File: config.mk
export PLATFORM = sky130hd
export DESIGN_NAME = iq_sample_code_decoder
export DESIGN_NICKNAME = d
export VERILOG_FILES = /design/src/rtl/iqd_pkg.sv /design/src/rtl/iqd_cfg.sv /design/src/rtl/iqd_prep.sv /design/src/rtl/iqd_decode.sv /design/src/rtl/iqd_format.sv /design/src/rtl/iq_sample_code_decoder.sv
export SDC_FILE = /design/constraint.sdc
export NUM_CORES = 1
export LEC_CHECK = 0
export BUFFER_PORTS_ARGS = -buffer_cell sky130_fd_sc_hd__buf_2
export CAP_MARGIN = 20
export CORE_MARGIN = 5
export CORE_UTILIZATION = 58
export CTS_CLUSTER_DIAMETER = 50
export DETAILED_ROUTE_END_ITERATION = 16
export GPL_TIMING_DRIVEN = 0
export PLACE_DENSITY_LB_ADDON = 0.15
export SLEW_MARGIN = 20
export SYNTH_ARGS = -nofsm -noshare
export SYNTH_HDL_FRONTEND = slang
export SYNTH_HIERARCHICAL = 1
export SYNTH_SLANG_ARGS = --single-unit
File: constraint.sdc
create_clock -name clk -period 4.6 [get_ports clk]
set_input_delay 0.23 -clock clk [delete_from_list [all_inputs] [get_ports clk]]
set_output_delay 0.23 -clock clk [all_outputs]
set_load 0.005 [all_outputs]
File: src/rtl/iqd_pkg.sv
// Package for the IQ sample code decoder.
// Widths, register indexes, encoding and format codes, shared types.
// No dependencies.
package iqd_pkg;

    // Field and register widths
    localparam int CODE_W     = 16;                 // raw code width
    localparam int Q_MAX      = 16;                 // widest supported quantization
    localparam int QIDX_W     = $clog2(Q_MAX);      // bit index into a raw code
    localparam int QB_W       = 5;                  // quantization_bits register
    localparam int ENC_W      = 4;                  // sample_encoding register
    localparam int FMT_W      = 4;                  // sample_format register
    localparam int VAL_W      = 17;                 // signed output value
    localparam int BASE_W     = 17;                 // decoded value before odd-level step
    localparam int WIDE_W     = VAL_W + 1;          // headroom for 2*b+1 and negation
    localparam int CFG_IDX_W  = 2;
    localparam int CFG_DATA_W = 5;

    // Register indexes
    localparam logic [CFG_IDX_W-1:0] CFG_ENC = 2'd0;
    localparam logic [CFG_IDX_W-1:0] CFG_QB  = 2'd1;
    localparam logic [CFG_IDX_W-1:0] CFG_FMT = 2'd2;

    // Sample encodings
    localparam logic [ENC_W-1:0] ENC_SIGN       = 4'd0;
    localparam logic [ENC_W-1:0] ENC_OFFSET     = 4'd1;
    localparam logic [ENC_W-1:0] ENC_SIGN_MAG   = 4'd2;
    localparam logic [ENC_W-1:0] ENC_MAG_SIGN   = 4'd3;
    localparam logic [ENC_W-1:0] ENC_TWOS       = 4'd4;
    localparam logic [ENC_W-1:0] ENC_GRAY       = 4'd5;
    localparam logic [ENC_W-1:0] ENC_OFFSET_A   = 4'd6;
    localparam logic [ENC_W-1:0] ENC_SIGN_MAG_A = 4'd7;
    localparam logic [ENC_W-1:0] ENC_MAG_SIGN_A = 4'd8;
    localparam logic [ENC_W-1:0] ENC_TWOS_A     = 4'd9;
    localparam logic [ENC_W-1:0] ENC_GRAY_A     = 4'd10;

    // Sample formats
    localparam logic [FMT_W-1:0] FMT_IF   = 4'd0;
    localparam logic [FMT_W-1:0] FMT_IFN  = 4'd1;
    localparam logic [FMT_W-1:0] FMT_IQ   = 4'd2;
    localparam logic [FMT_W-1:0] FMT_IQN  = 4'd3;
    localparam logic [FMT_W-1:0] FMT_INQ  = 4'd4;
    localparam logic [FMT_W-1:0] FMT_INQN = 4'd5;
    localparam logic [FMT_W-1:0] FMT_QI   = 4'd6;
    localparam logic [FMT_W-1:0] FMT_QIN  = 4'd7;
    localparam logic [FMT_W-1:0] FMT_QNI  = 4'd8;
    localparam logic [FMT_W-1:0] FMT_QNIN = 4'd9;

    // Reset values
    localparam logic [ENC_W-1:0] ENC_RESET = ENC_TWOS;
    localparam logic [QB_W-1:0]  QB_RESET  = 5'd2;
    localparam logic [FMT_W-1:0] FMT_RESET = FMT_IQ;

    // Active configuration, quantization already clamped to 1..Q_MAX
    typedef struct packed {
        logic [ENC_W-1:0] enc;
        logic [QB_W-1:0]  q_eff;
        logic [FMT_W-1:0] fmt;
    } cfg_t;

    // Stage 1 result: masked codes and their Gray-to-binary conversions
    typedef struct packed {
        logic [CODE_W-1:0] raw_a;
        logic [CODE_W-1:0] raw_b;
        logic [CODE_W-1:0] bin_a;
        logic [CODE_W-1:0] bin_b;
    } prep_t;

    // Decoded code: value = (odd ? 2*base+1 : base), negated when neg
    typedef struct packed {
        logic signed [BASE_W-1:0] base;
        logic                     odd;
        logic                     neg;
    } dec_t;

    typedef struct packed {
        dec_t a;
        dec_t b;
    } dec_pair_t;

endpackage

File: src/rtl/iqd_cfg.sv
// Configuration registers of the IQ sample code decoder.
// Holds encoding, quantization and format; clamps the quantization.
// Depends on iqd_pkg.
module iqd_cfg (
    input  logic                            clk,
    input  logic                            rst_n,
    input  logic                            cfg_write,
    input  logic [iqd_pkg::CFG_IDX_W-1:0]   cfg_index,
    input  logic [iqd_pkg::CFG_DATA_W-1:0]  cfg_data,
    output iqd_pkg::cfg_t                   cfg
);
    import iqd_pkg::*;

    logic [ENC_W-1:0] enc_reg;
    logic [QB_W-1:0]  qb_reg;
    logic [FMT_W-1:0] fmt_reg;

    // Register writes; an index past the list is ignored
    always_ff @(posedge clk or negedge rst_n)
    begin
        if (!rst_n)
        begin
            enc_reg <= ENC_RESET;
            qb_reg  <= QB_RESET;
            fmt_reg <= FMT_RESET;
        end
        else if (cfg_write)
        begin
            if (cfg_index == CFG_ENC)
                enc_reg <= cfg_data[ENC_W-1:0];
            else if (cfg_index == CFG_QB)
                qb_reg <= cfg_data[QB_W-1:0];
            else if (cfg_index == CFG_FMT)
                fmt_reg <= cfg_data[FMT_W-1:0];
        end
    end

    // Zero acts as one bit, anything above Q_MAX as Q_MAX
    always_comb
    begin
        cfg.enc = enc_reg;
        cfg.fmt = fmt_reg;
        if (qb_reg == '0)
            cfg.q_eff = QB_W'(1);
        else if (qb_reg > QB_W'(Q_MAX))
            cfg.q_eff = QB_W'(Q_MAX);
        else
            cfg.q_eff = qb_reg;
    end

endmodule

File: src/rtl/iqd_prep.sv
// Stage 1 of the IQ sample code decoder.
// Masks both codes to the quantization width and converts them from Gray.
// Depends on iqd_pkg.
module iqd_prep (
    input  logic                         clk,
    input  logic                         rst_n,
    input  logic                         load,
    input  logic                         in_valid,
    input  logic [iqd_pkg::CODE_W-1:0]   first_code,
    input  logic [iqd_pkg::CODE_W-1:0]   second_code,
    input  logic [iqd_pkg::QB_W-1:0]     q_eff,
    output logic                         valid,
    output iqd_pkg::prep_t               data
);
    import iqd_pkg::*;

    logic              valid_reg;
    logic              valid_next;
    prep_t             data_reg;
    prep_t             data_next;
    logic [CODE_W-1:0] mask;

    // Each binary bit is the parity of the Gray bits at and above it
    function automatic logic [CODE_W-1:0] gray_to_bin(input logic [CODE_W-1:0] g);
        logic [CODE_W-1:0] b;
        for (int i = 0; i < CODE_W; i++)
            b[i] = ^(g >> i);
        return b;
    endfunction

    // Low q bits kept
    always_comb
    begin
        for (int i = 0; i < CODE_W; i++)
            mask[i] = (QB_W'(i) < q_eff);
    end

    always_comb
    begin
        data_next.raw_a = first_code & mask;
        data_next.raw_b = second_code & mask;
        data_next.bin_a = gray_to_bin(first_code & mask);
        data_next.bin_b = gray_to_bin(second_code & mask);
        valid_next      = load ? in_valid : valid_reg;
    end

    always_ff @(posedge clk or negedge rst_n)
    begin
        if (!rst_n)
            valid_reg <= 1'b0;
        else
            valid_reg <= valid_next;
    end

    always_ff @(posedge clk)
    begin
        if (load && in_valid)
            data_reg <= data_next;
    end

    assign valid = valid_reg;
    assign data  = data_reg;

endmodule

File: src/rtl/iqd_decode.sv
// Stage 2 of the IQ sample code decoder.
// Turns each masked code into a base value with odd-level and sign flags.
// Depends on iqd_pkg.
module iqd_decode (
    input  logic                         clk,
    input  logic                         rst_n,
    input  logic                         load,
    input  logic                         in_valid,
    input  iqd_pkg::prep_t               in_data,
    input  logic [iqd_pkg::ENC_W-1:0]    enc,
    input  logic [iqd_pkg::QB_W-1:0]     q_eff,
    output logic                         valid,
    output iqd_pkg::dec_pair_t           data
);
    import iqd_pkg::*;

    logic      valid_reg;
    logic      valid_next;
    dec_pair_t data_reg;
    dec_pair_t data_next;

    // One code by the configured encoding
    function automatic dec_t decode_one(
        input logic [CODE_W-1:0] raw,
        input logic [CODE_W-1:0] bin,
        input logic [ENC_W-1:0]  e,
        input logic [QB_W-1:0]   q
    );
        logic [QIDX_W-1:0]        qi;
        logic [CODE_W-1:0]        half;
        logic [CODE_W-1:0]        mag_mask;
        logic                     top;
        logic                     low;
        logic signed [WIDE_W-1:0] rawx;
        logic signed [WIDE_W-1:0] binx;
        logic signed [WIDE_W-1:0] halfx;
        logic signed [WIDE_W-1:0] sum;
        dec_t                     d;
        qi       = QIDX_W'(q - QB_W'(1));
        half     = CODE_W'(1) << qi;
        mag_mask = half - CODE_W'(1);
        top      = raw[qi];
        low      = raw[0];
        rawx     = signed'({2'b00, raw});
        binx     = signed'({2'b00, bin});
        halfx    = signed'({2'b00, half});
        sum      = '0;
        d.odd    = 1'b0;
        d.neg    = 1'b0;
        unique case (e) inside
            ENC_SIGN:
            begin
                // base zero, odd step gives one
                d.odd = 1'b1;
                d.neg = low;
            end
            ENC_OFFSET, ENC_OFFSET_A:
            begin
                sum   = rawx - halfx;
                d.odd = (e == ENC_OFFSET_A);
            end
            ENC_SIGN_MAG, ENC_SIGN_MAG_A:
            begin
                sum   = signed'({2'b00, raw & mag_mask});
                d.odd = (e == ENC_SIGN_MAG_A);
                d.neg = top;
            end
            ENC_MAG_SIGN, ENC_MAG_SIGN_A:
            begin
                sum   = signed'({2'b00, (raw >> 1) & mag_mask});
                d.odd = (e == ENC_MAG_SIGN_A);
                d.neg = low;
            end
            ENC_TWOS, ENC_TWOS_A:
            begin
                sum   = top ? (rawx - (halfx <<< 1)) : rawx;
                d.odd = (e == ENC_TWOS_A);
            end
            ENC_GRAY, ENC_GRAY_A:
            begin
                sum   = binx - halfx;
                d.odd = (e == ENC_GRAY_A);
            end
            default:
            begin
                // undefined encoding decodes to zero
                sum = '0;
            end
        endcase
        d.base = sum[BASE_W-1:0];
        return d;
    endfunction

    always_comb
    begin
        data_next.a = decode_one(in_data.raw_a, in_data.bin_a, enc, q_eff);
        data_next.b = decode_one(in_data.raw_b, in_data.bin_b, enc, q_eff);
        valid_next  = load ? in_valid : valid_reg;
    end

    always_ff @(posedge clk or negedge rst_n)
    begin
        if (!rst_n)
            valid_reg <= 1'b0;
        else
            valid_reg <= valid_next;
    end

    always_ff @(posedge clk)
    begin
        if (load && in_valid)
            data_reg <= data_next;
    end

    assign valid = valid_reg;
    assign data  = data_reg;

endmodule

File: src/rtl/iqd_format.sv
// Stage 3 of the IQ sample code decoder and its output register.
// Applies the odd-level step, the sign and the I/Q order of the format.
// Depends on iqd_pkg.
module iqd_format (
    input  logic                              clk,
    input  logic                              rst_n,
    input  logic                              load,
    input  logic                              in_valid,
    input  iqd_pkg::dec_pair_t                in_data,
    input  logic [iqd_pkg::FMT_W-1:0]         fmt,
    output logic                              valid,
    output logic signed [iqd_pkg::VAL_W-1:0]  i_out,
    output logic signed [iqd_pkg::VAL_W-1:0]  q_out
);
    import iqd_pkg::*;

    typedef struct packed {
        logic swap;     // I from the second code, Q from the first
        logic neg_i;
        logic neg_q;
        logic real_f;   // quadrature forced to zero
        logic zero;     // undefined format: both zero
    } fmt_ctl_t;

    logic                    valid_reg;
    logic                    valid_next;
    logic signed [VAL_W-1:0] i_reg;
    logic signed [VAL_W-1:0] i_next;
    logic signed [VAL_W-1:0] q_reg;
    logic signed [VAL_W-1:0] q_next;
    fmt_ctl_t                ctl;
    dec_t                    src_i;
    dec_t                    src_q;

    // Final value: optional 2*b+1, then negation
    function automatic logic signed [VAL_W-1:0] finish(input dec_t d, input logic flip);
        logic signed [WIDE_W-1:0] b;
        logic signed [WIDE_W-1:0] v;
        logic signed [WIDE_W-1:0] r;
        b = WIDE_W'(d.base);
        v = d.odd ? ((b <<< 1) + WIDE_W'(1)) : b;
        r = flip ? -v : v;
        return r[VAL_W-1:0];
    endfunction

    // Format decoder
    always_comb
    begin
        ctl = '0;
        unique case (fmt)
            FMT_IF:   ctl.real_f = 1'b1;
            FMT_IFN:
            begin
                ctl.real_f = 1'b1;
                ctl.neg_i  = 1'b1;
            end
            FMT_IQ:   ctl = '0;
            FMT_IQN:  ctl.neg_q = 1'b1;
            FMT_INQ:  ctl.neg_i = 1'b1;
            FMT_INQN:
            begin
                ctl.neg_i = 1'b1;
                ctl.neg_q = 1'b1;
            end
            FMT_QI:   ctl.swap = 1'b1;
            FMT_QIN:
            begin
                ctl.swap  = 1'b1;
                ctl.neg_i = 1'b1;
            end
            FMT_QNI:
            begin
                ctl.swap  = 1'b1;
                ctl.neg_q = 1'b1;
            end
            FMT_QNIN:
            begin
                ctl.swap  = 1'b1;
                ctl.neg_i = 1'b1;
                ctl.neg_q = 1'b1;
            end
            default:  ctl.zero = 1'b1;
        endcase
    end

    // Order, sign and zeroing
    always_comb
    begin
        src_i  = ctl.swap ? in_data.b : in_data.a;
        src_q  = ctl.swap ? in_data.a : in_data.b;
        i_next = ctl.zero ? '0 : finish(src_i, src_i.neg ^ ctl.neg_i);
        q_next = (ctl.zero || ctl.real_f) ? '0 : finish(src_q, src_q.neg ^ ctl.neg_q);
        valid_next = load ? in_valid : valid_reg;
    end

    always_ff @(posedge clk or negedge rst_n)
    begin
        if (!rst_n)
            valid_reg <= 1'b0;
        else
            valid_reg <= valid_next;
    end

    always_ff @(posedge clk)
    begin
        if (load && in_valid)
        begin
            i_reg <= i_next;
            q_reg <= q_next;
        end
    end

    assign valid = valid_reg;
    assign i_out = i_reg;
    assign q_out = q_reg;

endmodule

File: src/rtl/iq_sample_code_decoder.sv
// IQ sample code decoder, top level: three-stage pipeline with valid/stall
// on both sides. Accepts one code pair per clock while in_stall is low and
// returns one I/Q pair per pair. Stage 1 masks and Gray-converts the codes,
// stage 2 decodes them by the configured encoding, stage 3 applies the sample
// format and holds the result. Each stage loads whenever it is empty or the
// one after it is moving, so bubbles are squeezed out and a stall backs up
// without losing or repeating a transfer; the sustained rate is one pair per
// cycle while out_stall is low. Configuration is taken from the write port at
// any time but may change only while the pipeline is empty.
// Depends on iqd_pkg, iqd_cfg, iqd_prep, iqd_decode, iqd_format.
module iq_sample_code_decoder (
    input  logic                              clk,
    input  logic                              rst_n,
    // configuration
    input  logic                              cfg_write,
    input  logic [iqd_pkg::CFG_IDX_W-1:0]     cfg_index,
    input  logic [iqd_pkg::CFG_DATA_W-1:0]    cfg_data,
    // input channel
    input  logic                              in_valid,
    output logic                              in_stall,
    input  logic [iqd_pkg::CODE_W-1:0]        first_code,
    input  logic [iqd_pkg::CODE_W-1:0]        second_code,
    // output channel
    output logic                              out_valid,
    input  logic                              out_stall,
    output logic signed [iqd_pkg::VAL_W-1:0]  in_phase,
    output logic signed [iqd_pkg::VAL_W-1:0]  quadrature
);
    import iqd_pkg::*;

    cfg_t      cfg;
    prep_t     s1_data;
    dec_pair_t s2_data;
    logic      s1_valid;
    logic      s2_valid;
    logic      adv1;
    logic      adv2;
    logic      adv3;

    // Stage advance chain, output side first
    assign adv3     = !out_valid || !out_stall;
    assign adv2     = !s2_valid || adv3;
    assign adv1     = !s1_valid || adv2;
    assign in_stall = !adv1;

    iqd_cfg u_cfg (
        .clk       (clk),
        .rst_n     (rst_n),
        .cfg_write (cfg_write),
        .cfg_index (cfg_index),
        .cfg_data  (cfg_data),
        .cfg       (cfg)
    );

    iqd_prep u_prep (
        .clk         (clk),
        .rst_n       (rst_n),
        .load        (adv1),
        .in_valid    (in_valid),
        .first_code  (first_code),
        .second_code (second_code),
        .q_eff       (cfg.q_eff),
        .valid       (s1_valid),
        .data        (s1_data)
    );

    iqd_decode u_decode (
        .clk      (clk),
        .rst_n    (rst_n),
        .load     (adv2),
        .in_valid (s1_valid),
        .in_data  (s1_data),
        .enc      (cfg.enc),
        .q_eff    (cfg.q_eff),
        .valid    (s2_valid),
        .data     (s2_data)
    );

    iqd_format u_format (
        .clk      (clk),
        .rst_n    (rst_n),
        .load     (adv3),
        .in_valid (s2_valid),
        .in_data  (s2_data),
        .fmt      (cfg.fmt),
        .valid    (out_valid),
        .i_out    (in_phase),
        .q_out    (quadrature)
    );

endmodule

==> impl_metrics.env <==
export IMPL_status="completed"
export IMPL_swShare_pct=47.1
export IMPL_clock_power_share_pct=13.7
export IMPL_drive_gt1_share_pct=19.5
export IMPL_crit_buf_inv=2
export IMPL_worst_setup_path_end_kind="register"
export IMPL_grt_overflow=0
export IMPL_ir_worst_vdd_mv=0.277
export IMPL_root_buffer="clkbuf_16"
export IMPL_cts_buffer_depth=2
export IMPL_antenna_found_initial=0
export IMPL_hpwl_um=39100
export IMPL_slew_violations=0
export IMPL_syn_area_um2=15300
export IMPL_yosys_register_bits=149
export IMPL_seqPwrFrac_pct=24.1
export IMPL_largest_reg_flops=62
export IMPL_pwr_density_cell_nw_per_um2=594
export IMPL_drtIter0Drc=1922
export IMPL_pre_cts_ws_ns=-1.03
export IMPL_hold_depth=2
export IMPL_register_area_um2=4400
export IMPL_design_area_um2=17000
export IMPL_fillers=2163
export IMPL_wl_per_cell_um=23.8
export IMPL_tns_ns=0
export IMPL_clock_latency_ns=0.44
export IMPL_fmax_mhz=218
export IMPL_cp_common_cell="nand2_1"
export IMPL_cts_tree="done"
export IMPL_multi_input_area_um2=10400
export IMPL_path_clk_slew_ns=0.07
export IMPL_yosysTopAreaCell="edfxtp_1"
export IMPL_die_w_um=172
export IMPL_synthToLayoutAreaGrowth_pct=11.2
export IMPL_wl_um=50800
export IMPL_synth_edf_count=133
export IMPL_rows=59
export IMPL_cp_start_kind="register"
export IMPL_placed_area_um2=16200
export IMPL_rsz0062_at_grt="true"
export IMPL_port_buffers=76
export IMPL_path_class="reg2reg"
export IMPL_synthTopCellsByArea="edfxtp_1 (26%), ha_1 (6.2%), o21ai_0 (4.1%)"
export IMPL_p_int_mw=5.33
export IMPL_cts_sink_count=149
export IMPL_skew_ns=0.0213
export IMPL_worstHoldPathType="in2reg"
export IMPL_reg2reg_depth=16
export IMPL_die_area_um2=29700
export IMPL_netlist_instances=1675
export IMPL_gp_congestion=1.03
export IMPL_io_pin_count=80
export IMPL_final_util_pct=65.3
export IMPL_cp_top_family="simple AND/OR/NAND/NOR gates"
export IMPL_p_leak_nw=6.53
export IMPL_worstPathArrival_ns=4.74
export IMPL_relSlewSlack_pct=28.3
export IMPL_setup_viol=0
export IMPL_worstPathRequired_ns=4.74
export IMPL_cp_slowest_stage_delay_ns=0.56
export IMPL_yosysWarnings=6
export IMPL_num_vias=14563
export IMPL_antenna_cells=0
export IMPL_start_util_pct=58.7
export IMPL_path_cells="or3_4, a21oi_4, buf_12, buf_4, or3_1, a211oi_1, or2_2, nand2_1, ha_2, and3_1, nand2_1, nor2_1, nand3_1, o21ai_0, xnor2_1, o2111ai_1"
export IMPL_avgSynthCellArea_um2=9.11
export IMPL_syn_num_nets=1799
export IMPL_h_tree_depth=4
export IMPL_grt_usage_pct=33.7
export IMPL_drc=0
export IMPL_grt_max_degree=63
export IMPL_synth_async_reset_ratio_pct=10.7
export IMPL_grt_pass1_wl_um=77400
export IMPL_finalPower_mw=10.1
export IMPL_drv_cap=0
export IMPL_coreArea_um2=26000
export IMPL_synthDominantCellAreaShare_pct=26.2
export IMPL_yosys_cell_types_count=110
export IMPL_ys_seq_area_share_pct=28.8
export IMPL_cpMaxStageDelayCell="dfstp_2"
export IMPL_die_h_um=172
export IMPL_path_max_fanout=7
export IMPL_postRouteAntennaNets=0
export IMPL_firstDrtPassIters=6
export IMPL_nets=1905
export IMPL_routed_via_density=6.84
export IMPL_synth_flop_cell="edfxtp_1"
export IMPL_path_depth=16
export IMPL_min_period_over_period_pct=99.9
export IMPL_tightest_slew_ns=1.06
export IMPL_finalHoldViolations=0
export IMPL_fin_crit_ns=4.60
export IMPL_combPwrFrac_pct=62.2
export IMPL_power_net_switching_mw=4.75
export IMPL_setup_slack_ns=0.00408
export IMPL_numCtsBuffers=17
export IMPL_grt_pass1_vias=14005
[worst paths after layout]
kind                                     end  slack (ns)              from
hold / removal               u_cfg/qb_reg[4]        0.02       cfg_data[4]
hold reg to reg             u_cfg/fmt_reg[0]        0.54  u_cfg/fmt_reg[0]
min in group asynchronous    u_cfg/qb_reg[3]        0.22             rst_n
setup / recovery           u_decode/data[34]       0.004   u_cfg/qb_reg[1]
max in group asynchronous   u_cfg/fmt_reg[1]        4.07             rst_n
setup reg to reg           u_decode/data[34]       0.004   u_cfg/qb_reg[1]
[what timing repair did]
action	4_1_cts	5_1_grt
hold buffers	1	0
setup buffers	9	2
gates cloned	0	0
gates resized for setup	32	17
pin swaps	4	5
hold endpoints to repair	16	0
setup endpoints to repair	26	14
[final cells by class]
type / instances / share of cell area [%]
Multi-Input combinational cell: 1383 / 61.2
Sequential cell: 149 / 25.9
Buffer: 101 / 3.15
Timing Repair Buffer: 90 / 3.07
Clock buffer: 18 / 2.53
Tap cell: 335 / 2.47
Inverter: 39 / 0.877
Clock inverter: 14 / 0.796
[cell usage in the layout (no fill, tap or decap), drive strengths merged, types with 17 or more instances in the layout]
master / instances
inv: 48
nand2: 130
o221ai: 17
a22oi: 25
xnor2: 68
nor2: 96
edfxtp: 133
ha: 76
o311ai: 17
a21oi: 96
a31oi: 20
xor2: 43
a21o: 29
clkbuf: 58
nand3: 34
o21ai: 132
a221oi: 18
buf: 150
a211oi: 32
mux2i: 43
nor2b: 70
and2: 21
mux2: 53
nor3: 57
nand2b: 23
[cell usage after synthesis, types with 8 or more instances]
| cell | n |
|---|---|
| a211oi_1 | 29 |
| a21boi_0 | 8 |
| a21o_1 | 29 |
| a21oi_1 | 95 |
| a221oi_1 | 16 |
| a22o_1 | 15 |
| a22oi_1 | 24 |
| a31oi_1 | 20 |
| and2_1 | 19 |
| and3_1 | 14 |
| and3b_1 | 10 |
| buf_2 | 36 |
| buf_4 | 10 |
| buf_6 | 8 |
| clkbuf_1 | 42 |
| dfrtp_1 | 13 |
| edfxtp_1 | 133 |
| ha_1 | 76 |
| inv_1 | 39 |
| mux2_2 | 53 |
| mux2i_1 | 42 |
| mux4_2 | 9 |
| nand2_1 | 129 |
| nand2b_1 | 23 |
| nand3_1 | 34 |
| nand4_1 | 8 |
| nor2_1 | 96 |
| nor2b_1 | 70 |
| nor3_1 | 54 |
| nor3b_1 | 9 |
| nor4_1 | 11 |
| o2111ai_1 | 9 |
| o211ai_1 | 9 |
| o21a_1 | 12 |
| o21ai_0 | 124 |
| o221ai_1 | 16 |
| o311a_1 | 9 |
| o311ai_1 | 8 |
| o31ai_1 | 9 |
| or2_2 | 15 |
| or3_1 | 16 |
| xnor2_1 | 62 |
| xor2_1 | 42 |
[power by group through the flow]
stage                     sequential (mW)  clock [mW]  combinational (mW)
after floorplan                      2.32           0                4.41
after CTS                            2.42        1.39                6.06
after global routing                 2.47        1.46                6.69
after global placement               2.42           0                5.83
final                                2.43        1.38                6.28
after detailed placement             2.44           0                5.93
[cell families (layout without fill, tap and decap cells)]
group / count (synthesis) / in the layout / share of synthesized area (%)
and+or+nand+nor: 541 / 541 / 18.9
AOI/OAI and AO/OA: 539 / 539 / 25.2
DFF: 149 / 149 / 28.8
xor gates and xnor gates: 117 / 117 / 7.68
adders and majority gates: 81 / 81 / 6.82
muxes: 105 / 105 / 8.14
buffers and inverters: 143 / 262 / 4.46
[through the flow]
stage          cells  hold slack [ns]
6_report        2129           0.0194
5_1_grt         2129           0.0219
4_1_cts         2127          0.00780
3_5_place_dp    2088            0.156
3_3_place_gp    2086            0.147
2_1_floorplan   1675          -0.0656
[per-layer routing]
| metal | track usage, % | vias to the layer above | wire, um | share of wire [%] |
|---|---|---|---|---|
| met4 | 21.3 | 0 | 3470 | 6.8 |
| met3 | 4.14 | 216 | 3460 | 6.8 |
| met1 | 39.6 | 6906 | 19100 | 38 |
| li1 | - | 6642 | - | - |
| met5 | 0 | - | 0 | 0 |
| met2 | 58.5 | 799 | 24700 | 49 |
No activity file was read; power rests on OpenSTA's default activity.
